`src/nirf_pkg.sv`:
```
// nirf_pkg: shared types, constants and the timing-window compare for the
// infrared frame decoder; no dependencies
`default_nettype none

package nirf_pkg;

    // widths
    localparam int DATA_BITS = 32;
    localparam int DUR_W     = 16;
    localparam int NOM_W     = 16;
    localparam int TOL_W     = 4;
    localparam int PROD_W    = NOM_W + 5;
    localparam int CMP_W     = (DUR_W > PROD_W - 4) ? DUR_W : PROD_W - 4;
    localparam int POS_W     = 7;
    localparam int CFG_IDX_W = 3;
    localparam int VAR_W     = 2;
    localparam int ADDR_W    = 16;
    localparam int CMD_W     = 16;

    // frame positions
    localparam logic [POS_W-1:0] POS_MAX       = 7'd127;
    localparam logic [POS_W-1:0] POS_HDR_MARK  = 7'd1;
    localparam logic [POS_W-1:0] POS_HDR_SPACE = 7'd2;
    localparam logic [POS_W-1:0] POS_FIRST_BIT = 7'd3;
    localparam logic [POS_W-1:0] POS_STOP      = 7'd67;
    localparam logic [POS_W-1:0] POS_RPT_END   = 7'd3;

    // configuration register indexes
    localparam logic [CFG_IDX_W-1:0] CFG_HDR_MARK   = 3'd0;
    localparam logic [CFG_IDX_W-1:0] CFG_HDR_SPACE  = 3'd1;
    localparam logic [CFG_IDX_W-1:0] CFG_RPT_SPACE  = 3'd2;
    localparam logic [CFG_IDX_W-1:0] CFG_BIT_MARK   = 3'd3;
    localparam logic [CFG_IDX_W-1:0] CFG_ONE_SPACE  = 3'd4;
    localparam logic [CFG_IDX_W-1:0] CFG_ZERO_SPACE = 3'd5;
    localparam logic [CFG_IDX_W-1:0] CFG_TOLERANCE  = 3'd6;
    localparam logic [CFG_IDX_W-1:0] CFG_VENDOR     = 3'd7;

    // variant codes
    localparam logic [VAR_W-1:0] VAR_STD    = 2'd0;
    localparam logic [VAR_W-1:0] VAR_VENDOR = 2'd1;
    localparam logic [VAR_W-1:0] VAR_CMD16  = 2'd2;

    // classified duration, passed from front to back
    typedef struct packed {
        logic frame_end;
        logic hdr_mark;
        logic hdr_space;
        logic rpt_space;
        logic bit_mark;
        logic one_space;
        logic zero_space;
    } t_class;

    // one decoded result
    typedef struct packed {
        logic              ok;
        logic              rpt;
        logic [VAR_W-1:0]  variant;
        logic [ADDR_W-1:0] address;
        logic [CMD_W-1:0]  command;
    } t_result;

    // inclusive window nom*(16-tol)/16 .. nom*(16+tol)/16
    function automatic logic near_nom(input logic [DUR_W-1:0] d,
                                      input logic [NOM_W-1:0] nom,
                                      input logic [TOL_W-1:0] tol);
        logic [PROD_W-1:0] p_lo;
        logic [PROD_W-1:0] p_hi;
        logic [CMP_W-1:0]  lo;
        logic [CMP_W-1:0]  hi;
        logic [CMP_W-1:0]  dx;
        p_lo = PROD_W'(nom) * PROD_W'(5'd16 - {1'b0, tol});
        p_hi = PROD_W'(nom) * PROD_W'(5'd16 + {1'b0, tol});
        lo   = CMP_W'(p_lo[PROD_W-1:4]);
        hi   = CMP_W'(p_hi[PROD_W-1:4]);
        dx   = CMP_W'(d);
        return (dx >= lo) && (dx <= hi);
    endfunction

endpackage

`default_nettype wire

```
`src/nirf_front.sv`:
```
// nirf_front: configuration registers and duration classification against
// the timing windows; depends on nirf_pkg
`default_nettype none

module nirf_front
    import nirf_pkg::*;
(
    input  wire logic                 i_clk,
    input  wire logic                 i_rst_n,
    input  wire logic                 i_cfg_we,
    input  wire logic [CFG_IDX_W-1:0] i_cfg_idx,
    input  wire logic [NOM_W-1:0]     i_cfg_data,
    input  wire logic                 i_valid,
    input  wire logic [DUR_W-1:0]     i_duration,
    input  wire logic                 i_frame_end,
    input  wire logic                 i_q_full,
    output logic                      o_ready,
    output logic                      o_push,
    output t_class                    o_class,
    output logic [NOM_W-1:0]          o_vendor
);

    logic [NOM_W-1:0] r_hdr_mark, r_hdr_space, r_rpt_space;
    logic [NOM_W-1:0] r_bit_mark, r_one_space, r_zero_space, r_vendor;
    logic [TOL_W-1:0] r_tol;

    // configuration writes
    always_ff @(posedge i_clk) begin
        if (!i_rst_n) begin
            r_hdr_mark   <= NOM_W'(9000);
            r_hdr_space  <= NOM_W'(4500);
            r_rpt_space  <= NOM_W'(2250);
            r_bit_mark   <= NOM_W'(560);
            r_one_space  <= NOM_W'(1690);
            r_zero_space <= NOM_W'(560);
            r_tol        <= TOL_W'(4);
            r_vendor     <= NOM_W'(34798);
        end else if (i_cfg_we) begin
            case (i_cfg_idx)
                CFG_HDR_MARK:   r_hdr_mark   <= i_cfg_data;
                CFG_HDR_SPACE:  r_hdr_space  <= i_cfg_data;
                CFG_RPT_SPACE:  r_rpt_space  <= i_cfg_data;
                CFG_BIT_MARK:   r_bit_mark   <= i_cfg_data;
                CFG_ONE_SPACE:  r_one_space  <= i_cfg_data;
                CFG_ZERO_SPACE: r_zero_space <= i_cfg_data;
                CFG_TOLERANCE:  r_tol        <= i_cfg_data[TOL_W-1:0];
                CFG_VENDOR:     r_vendor     <= i_cfg_data;
                default: ;
            endcase
        end
    end

    // request handshake into the queue
    assign o_ready  = !i_q_full;
    assign o_push   = i_valid && !i_q_full;
    assign o_vendor = r_vendor;

    // window compares for every nominal time
    always_comb begin
        o_class.frame_end  = i_frame_end;
        o_class.hdr_mark   = near_nom(i_duration, r_hdr_mark, r_tol);
        o_class.hdr_space  = near_nom(i_duration, r_hdr_space, r_tol);
        o_class.rpt_space  = near_nom(i_duration, r_rpt_space, r_tol);
        o_class.bit_mark   = near_nom(i_duration, r_bit_mark, r_tol);
        o_class.one_space  = near_nom(i_duration, r_one_space, r_tol);
        o_class.zero_space = near_nom(i_duration, r_zero_space, r_tol);
    end

endmodule

`default_nettype wire

```
`src/nirf_queue.sv`:
```
// nirf_queue: two-entry queue of classified durations between front and
// back; depends on nirf_pkg
`default_nettype none

module nirf_queue
    import nirf_pkg::*;
(
    input  wire logic   i_clk,
    input  wire logic   i_rst_n,
    input  wire logic   i_push,
    input  wire t_class i_class,
    input  wire logic   i_pop,
    output logic        o_full,
    output logic        o_valid,
    output t_class      o_class
);

    t_class     r_head, r_tail;
    logic [1:0] r_count;

    assign o_full  = (r_count == 2'd2);
    assign o_valid = (r_count != 2'd0);
    assign o_class = r_head;

    // entry storage, the head always holds the oldest entry
    always_ff @(posedge i_clk) begin
        if (i_pop) begin
            r_head <= (r_count == 2'd2) ? r_tail : i_class;
        end else if (i_push && r_count == 2'd0) begin
            r_head <= i_class;
        end
        if (i_push && !i_pop && r_count == 2'd1) begin
            r_tail <= i_class;
        end
    end

    // fill count
    always_ff @(posedge i_clk) begin
        if (!i_rst_n) begin
            r_count <= 2'd0;
        end else begin
            case ({i_push, i_pop})
                2'b10:   r_count <= r_count + 2'd1;
                2'b01:   r_count <= r_count - 2'd1;
                default: r_count <= r_count;
            endcase
        end
    end

endmodule

`default_nettype wire

```
`src/nirf_back.sv`:
```
// nirf_back: frame position tracking, bit shifting, word decoding and the
// result output register; depends on nirf_pkg
`default_nettype none

module nirf_back
    import nirf_pkg::*;
(
    input  wire logic             i_clk,
    input  wire logic             i_rst_n,
    input  wire logic             i_q_valid,
    input  wire t_class           i_class,
    input  wire logic [NOM_W-1:0] i_vendor,
    input  wire logic             i_out_ready,
    output logic                  o_pop,
    output logic                  o_out_valid,
    output t_result               o_result
);

    logic [POS_W-1:0]     r_pos, n_pos;
    logic                 r_err, n_err;
    logic                 r_rep, n_rep;
    logic [DATA_BITS-1:0] r_shift, n_shift;
    logic [ADDR_W-1:0]    r_last_addr, n_last_addr;
    logic [CMD_W-1:0]     r_last_cmd, n_last_cmd;
    logic [VAR_W-1:0]     r_last_var, n_last_var;
    logic                 r_out_valid, n_out_valid;
    t_result              r_res, n_res;
    t_result              dec;
    logic [7:0]           b0, b1, b2, b3;

    // take an entry unless a result is due and the output slot is blocked
    assign o_pop = i_q_valid && (!i_class.frame_end || !r_out_valid || i_out_ready);
    assign o_out_valid = r_out_valid;
    assign o_result    = r_res;

    // decode of the received word
    always_comb begin
        b0 = r_shift[7:0];
        b1 = r_shift[15:8];
        b2 = r_shift[23:16];
        b3 = r_shift[31:24];
        dec.ok  = 1'b1;
        dec.rpt = 1'b0;
        if (r_shift[15:0] == i_vendor) begin
            dec.variant = VAR_VENDOR;
            dec.address = ADDR_W'(b3);
            dec.command = CMD_W'(b2);
        end else begin
            dec.address = (b0 == ~b1) ? ADDR_W'(b0) : r_shift[15:0];
            if (b2 == ~b3) begin
                dec.variant = VAR_STD;
                dec.command = CMD_W'(b2);
            end else begin
                dec.variant = VAR_CMD16;
                dec.command = r_shift[31:16];
            end
        end
    end

    // frame state and result
    always_comb begin
        n_pos       = r_pos;
        n_err       = r_err;
        n_rep       = r_rep;
        n_shift     = r_shift;
        n_last_addr = r_last_addr;
        n_last_cmd  = r_last_cmd;
        n_last_var  = r_last_var;
        n_res       = r_res;
        n_out_valid = r_out_valid && !i_out_ready;
        if (o_pop) begin
            if (r_pos == POS_HDR_MARK) begin
                if (!i_class.hdr_mark) begin
                    n_err = 1'b1;
                end
            end else if (r_pos == POS_HDR_SPACE) begin
                n_rep = !r_err && i_class.rpt_space;
                if (!i_class.hdr_space) begin
                    n_err = 1'b1;
                end
            end else if (r_pos >= POS_FIRST_BIT && r_pos <= POS_STOP) begin
                if (r_pos[0]) begin
                    // bit mark or stop mark
                    if (!i_class.bit_mark) begin
                        n_err = 1'b1;
                    end
                end else begin
                    // bit space, a one wins when both match
                    if (!i_class.one_space && !i_class.zero_space) begin
                        n_err = 1'b1;
                    end
                    n_shift = {i_class.one_space, r_shift[DATA_BITS-1:1]};
                end
            end

            if (i_class.frame_end) begin
                n_res       = '0;
                n_out_valid = 1'b1;
                if (r_pos == POS_RPT_END) begin
                    if (r_rep && i_class.bit_mark) begin
                        n_res.ok      = 1'b1;
                        n_res.rpt     = 1'b1;
                        n_res.variant = r_last_var;
                        n_res.address = r_last_addr;
                        n_res.command = r_last_cmd;
                    end
                end else if (r_pos == POS_STOP && !n_err) begin
                    n_res       = dec;
                    n_last_addr = dec.address;
                    n_last_cmd  = dec.command;
                    n_last_var  = dec.variant;
                end
                n_pos   = '0;
                n_err   = 1'b0;
                n_rep   = 1'b0;
                n_shift = '0;
            end else if (r_pos != POS_MAX) begin
                n_pos = r_pos + POS_W'(1);
            end
        end
    end

    // state registers
    always_ff @(posedge i_clk) begin
        if (!i_rst_n) begin
            r_pos       <= '0;
            r_err       <= 1'b0;
            r_rep       <= 1'b0;
            r_shift     <= '0;
            r_last_addr <= '0;
            r_last_cmd  <= '0;
            r_last_var  <= VAR_STD;
            r_out_valid <= 1'b0;
        end else begin
            r_pos       <= n_pos;
            r_err       <= n_err;
            r_rep       <= n_rep;
            r_shift     <= n_shift;
            r_last_addr <= n_last_addr;
            r_last_cmd  <= n_last_cmd;
            r_last_var  <= n_last_var;
            r_out_valid <= n_out_valid;
        end
    end

    // result payload
    always_ff @(posedge i_clk) begin
        r_res <= n_res;
    end

`ifndef NO_ASSERTIONS
    // a failed frame reports nothing but zeros
    a_fail_zero: assert property (@(posedge i_clk) disable iff (!i_rst_n)
        (r_out_valid && !r_res.ok) |->
            (!r_res.rpt && r_res.variant == VAR_STD && r_res.address == '0
             && r_res.command == '0))
        else $error("failed frame with non-zero fields");

    // a repeat is always a success
    a_rpt_ok: assert property (@(posedge i_clk) disable iff (!i_rst_n)
        (r_out_valid && r_res.rpt) |-> r_res.ok)
        else $error("repeat result not flagged ok");

    // a held result is not overwritten
    a_out_hold: assert property (@(posedge i_clk) disable iff (!i_rst_n)
        (r_out_valid && !i_out_ready) |=> (r_out_valid && $stable(r_res)))
        else $error("stalled result changed");

    // position counts up by one until saturation within a frame
    a_pos_step: assert property (@(posedge i_clk) disable iff (!i_rst_n)
        (o_pop && !i_class.frame_end && r_pos != POS_MAX) |=>
            (r_pos == $past(r_pos) + POS_W'(1)))
        else $error("position did not advance");
`endif

endmodule

`default_nettype wire

```
`src/nec_ir_frame_decoder_unit.sv`:
```
// NEC-style infrared frame decoder: one measured duration per request in,
// one result per frame end out.
// A result is registered when the frame tracker pops its frame-end duration.
// Throughput: one duration per cycle unless results stall, set by the combinational
// window compares and the two-entry queue between classifier and frame tracker.
// Reset (synchronous, active low): registers to defaults, frame and last values cleared.
`default_nettype none

module nec_ir_frame_decoder_unit
    import nirf_pkg::*;
(
    input  wire logic                 i_clk,
    input  wire logic                 i_rst_n,
    // configuration write port
    input  wire logic                 i_cfg_we,
    input  wire logic [CFG_IDX_W-1:0] i_cfg_idx,
    input  wire logic [NOM_W-1:0]     i_cfg_data,
    // duration stream
    input  wire logic                 s_axis_tvalid,
    output logic                      s_axis_tready,
    input  wire logic [15:0]          s_axis_tdata,  // [15:0] duration_us
    input  wire logic                 s_axis_tlast,  // frame_end
    // result stream
    output logic                      m_axis_tvalid,
    input  wire logic                 m_axis_tready,
    output logic [39:0]               m_axis_tdata,  // [0] decoded_ok, [16:1] address,
                                                     // [32:17] command, zero above
    output logic [2:0]                m_axis_tuser   // [0] is_repeat, [2:1] variant
);

    t_class           f_class, q_class;
    logic             f_push, q_full, q_valid, b_pop;
    logic [NOM_W-1:0] vendor;
    t_result          res;

    nirf_front u_front (
        .i_clk       (i_clk),
        .i_rst_n     (i_rst_n),
        .i_cfg_we    (i_cfg_we),
        .i_cfg_idx   (i_cfg_idx),
        .i_cfg_data  (i_cfg_data),
        .i_valid     (s_axis_tvalid),
        .i_duration  (s_axis_tdata[DUR_W-1:0]),
        .i_frame_end (s_axis_tlast),
        .i_q_full    (q_full),
        .o_ready     (s_axis_tready),
        .o_push      (f_push),
        .o_class     (f_class),
        .o_vendor    (vendor)
    );

    nirf_queue u_queue (
        .i_clk   (i_clk),
        .i_rst_n (i_rst_n),
        .i_push  (f_push),
        .i_class (f_class),
        .i_pop   (b_pop),
        .o_full  (q_full),
        .o_valid (q_valid),
        .o_class (q_class)
    );

    nirf_back u_back (
        .i_clk       (i_clk),
        .i_rst_n     (i_rst_n),
        .i_q_valid   (q_valid),
        .i_class     (q_class),
        .i_vendor    (vendor),
        .i_out_ready (m_axis_tready),
        .o_pop       (b_pop),
        .o_out_valid (m_axis_tvalid),
        .o_result    (res)
    );

    // result packing
    assign m_axis_tdata = {7'd0, res.command, res.address, res.ok};
    assign m_axis_tuser = {res.variant, res.rpt};

endmodule

`default_nettype wire

```
`config.mk`:
```
export PLATFORM = sky130hd
export DESIGN_NAME = nec_ir_frame_decoder_unit
export DESIGN_NICKNAME = d
export VERILOG_FILES = /design/src/nirf_pkg.sv /design/src/nirf_front.sv /design/src/nirf_queue.sv /design/src/nirf_back.sv /design/src/nec_ir_frame_decoder_unit.sv
export SDC_FILE = /design/constraint.sdc
export NUM_CORES = 2
export LEC_CHECK = 0
export BUFFER_PORTS_ARGS = -buffer_cell sky130_fd_sc_hd__clkbuf_2
export CAP_MARGIN = 20
export CORE_MARGIN = 2
export CORE_UTILIZATION = 40
export DETAILED_ROUTE_END_ITERATION = 10
export PLACE_DENSITY = 0.63
export SYNTH_ARGS = -nofsm -noshare
export SYNTH_HDL_FRONTEND = slang
export SYNTH_SLANG_ARGS = --single-unit
```
`constraint.sdc`:
```
create_clock -name i_clk -period 8.4 [get_ports i_clk]
set_clock_uncertainty 0.1 [all_clocks]
set_input_delay 1.26 -clock i_clk [delete_from_list [all_inputs] [get_ports i_clk]]
set_output_delay 1.26 -clock i_clk [all_outputs]
set_load 0.05 [all_outputs]
```
==> impl_metrics.yaml <==
place:
  dpl.hpwl_um: 92000
  place.gp.congestion: 0.864
  dp_slack_ns: 0.195
  portBuffers: 78
global_routing:
  gr-usage-all-layers_pct: 20.6
  grt_max_degree: 82
  grt_pass1_vias: 36700
  gr-total-overflow: 0
  antenna_found_initial: 8
  grt_pass1_wl_um: 199000
cts:
  clkSinkCount: 244
  clkTransAtPathRegs_ns: 0.06
  cts_buffer_depth: 3
  clk_latency_ns: 0.56
  cts_tree: "built"
  cts_hold_buf: 0
  cts_buffers: 34
  cts_root_buf: "clkbuf_16"
  h-tree-depth: 2
layout:
  final_cell_mix: "956 x ha_1, 866 x inv_1, 590 x nand2_1"
  drive_gt1_share_pct: 4.72
  multi_input_area_um2: 38000
  final_nets: 6934
  layout_commonest_cell: "ha_1"
  area_delta_synth_final_pct: 6.83
  fillCellCount: 11600
  final-seq-area_um2: 5400
route:
  num_vias: 36700
  postRouteAntennaNets: 0
  wl_per_cell_um: 17.6
  post_drt_via_cell_ratio: 5.24
  drt_iter0_drc: 2132
  firstDrtPassIters: 6
  post-route-drc-count: 0
  routed_wl_um: 123000
synthesis:
  netlist_area_um2: 47400
  synth_edf_count: 50
  ys_ff_latch: 244
  ys_seq_area_share_pct: 11.4
  synthCells: 5457
  synth_async_sr_flop_share_pct: 0
  ys_dominant_reg_cell: "dfxtp_1"
  syn_avg_cell_area_um2: 8.68
  ys.warnings.count: 0
  ys_types: 84
timing:
  hold_viol: 0
  setup_violations: 0
  max_freq_mhz: 127
  period_needed_ns: 7.85
  tightest_slew_ns: 1.16
  slew_headroom_pct: 23.0
  tns_ns: 0
  slew_violations: 0
  fin_ws_ns: 0.547
  rsz0062_at_grt: "no"
  finalCritPeriodShare_pct: 93.5
setup_path:
  cp.arrival_ns: 8.06
  r2r_slack_ns: 0.55
  path_common_cell: "ha_1"
  setup.worst_path.class: "reg -> reg"
  cpMaxStageDelayCell: "or4_1"
  worst_ep_required_time_ns: 8.61
  cp_max_fo: 80
  end_kind: "flip-flop"
  worstSetupStartpointType: "flip-flop"
  cp-startpoint: "u_front.r_tol[1]$_SDFFE_PN0P_"
  r2r-start: "u_front.r_tol[1]$_SDFFE_PN0P_"
  cpPeakStageDelay_ns: 0.56
power_and_ir_drop:
  pwr-share-comb_pct: 40.9
  pwr-share-seq_pct: 28.2
  power.density_nw_per_um2: 99.0
  switching_share_pct: 39.9
  ir_drop_uv: 126
  p_int_mw: 3.01
  p_sw_mw: 2.00
  clkPwrFrac_pct: 30.9
  p_leak_nw: 26.6
outcome:
  outcome: "finished, final reports clean"
floorplanning:
  core_um2: 118000
  fp.dieH_um: 348
  rows: 126
  start_util_pct: 40.2
  ios: 86
  fp.dieW_um: 348
  dieArea_um2: 121000
min_path:
  hp-class: "reg -> reg"
  min_from: "u_back.r_last_cmd[3]$_SDFFE_PN0P_"
flow_run:
  cap_violations: 0
flip-flops by register name, summed over array words and instances, names as in the netlist, 4 cells and up:
name and count:
u_back.o_result 36, u_front.r_tol 4, u_front.r_one_space 16, u_queue.o_class 7
u_back.r_last_addr 16, u_front.o_vendor 16, u_queue.r_tail 7, u_front.r_zero_space 16
u_front.r_rpt_space 16, u_back.r_last_cmd 16, u_front.r_hdr_mark 16, u_back.r_pos 7
u_front.r_hdr_space 16, u_front.r_bit_mark 16, u_back.r_shift 32
metrics by stage:
stage               area, um^2  util (%)  instances  power [mW]  hold slack (ns)
finish                   50600      43.0       7007        5.01            0.352
global route             50600      43.0       7001        5.39            0.371
CTS                      50500      42.9       6995        5.06            0.353
detailed placement       49400      41.9       6933        3.48            0.345
global placement         49400      41.9       6932        3.44            0.341
floorplan                47400         -       5463        2.90            0.335
final timing paths:
check             cells after the start                                end
hold reg to reg                       2  u_back.r_last_cmd[3]$_SDFFE_PN0P_
setup reg to reg                     30       u_queue.o_class[1]$_DFFE_PP_
hold / removal                        2  u_back.r_last_cmd[3]$_SDFFE_PN0P_
setup / recovery                     30       u_queue.o_class[1]$_DFFE_PP_
cell families after synthesis:
logic type	share of synthesized area [%]
multiplexers	0.349
adder cells (fa/ha/maj)	46.3
AO/OA/AOI/OAI	10.8
flip-flops	11.4
XOR/XNOR	4.23
other	0.00791
buffers and inverters	8.63
AND/OR/NAND/NOR	18.3
layout make-up:
class	count	share of cell area [%]
Antenna cell	7	0.0346
Tap cell	1536	3.80
Inverter	866	6.42
Timing Repair Buffer	135	1.69
Clock inverter	17	0.467
Clock buffer	45	1.86
Sequential cell	244	10.7
Multi-Input combinational cell	4157	75.1
Yosys cell counts (all sizes together) (22+ instances only):
library cell / count / area, um^2
a211oi: 22 / 175
a21boi: 86 / 646
a21o: 98 / 736
a21oi: 214 / 1080
a22o: 25 / 219
a22oi: 32 / 240
a31oi: 26 / 163
and2: 526 / 3290
and3: 22 / 138
buf: 48 / 283
clkbuf: 148 / 557
dfxtp: 194 / 3880
edfxtp: 50 / 1500
fa: 498 / 9970
ha: 957 / 12000
inv: 866 / 3250
nand2: 592 / 2230
nand2b: 47 / 294
nand3: 76 / 380
nand4: 56 / 350
nor2: 137 / 546
nor2b: 102 / 638
nor3: 62 / 380
o21a: 31 / 233
o21ai: 130 / 669
xnor2: 125 / 1090
xor2: 104 / 911
layer usage:
metal	global-route usage (%)	vias up	wire length [um]
met3	2.75	167	6800
met2	34.4	769	57400
li1	-	17800	-
met5	0	-	0
met4	6.42	0	4120
met1	27.4	18000	55100
critical path, delay by kind of cell (launching register included):
family / cells / cell delay, ns
buf+inv: 6 / 0.92
simple gates: 5 / 1.21
fa+ha+maj: 8 / 2.56
compound gates: 9 / 2.05
flops: 1 / 0.34
mux: 1 / 0.29
xor+xnor: 1 / 0.09
repair_timing:
action,4_1_cts,5_1_grt
buffers inserted,0,4
resized for setup,0,2
endpoints found under the setup margin,0,9
endpoints found under the hold margin,0,0
power by group through the flow:
stage                     clock, mW  combinational [mW]  sequential [mW]
after floorplan                   0                1.37             1.53
after global placement            0                2.00             1.43
after detailed placement          0                2.04             1.44
after CTS                      1.58                2.06             1.41
after global routing           1.62                2.34             1.42
final                          1.55                2.05             1.41
(Power assumes the default switching activity.)
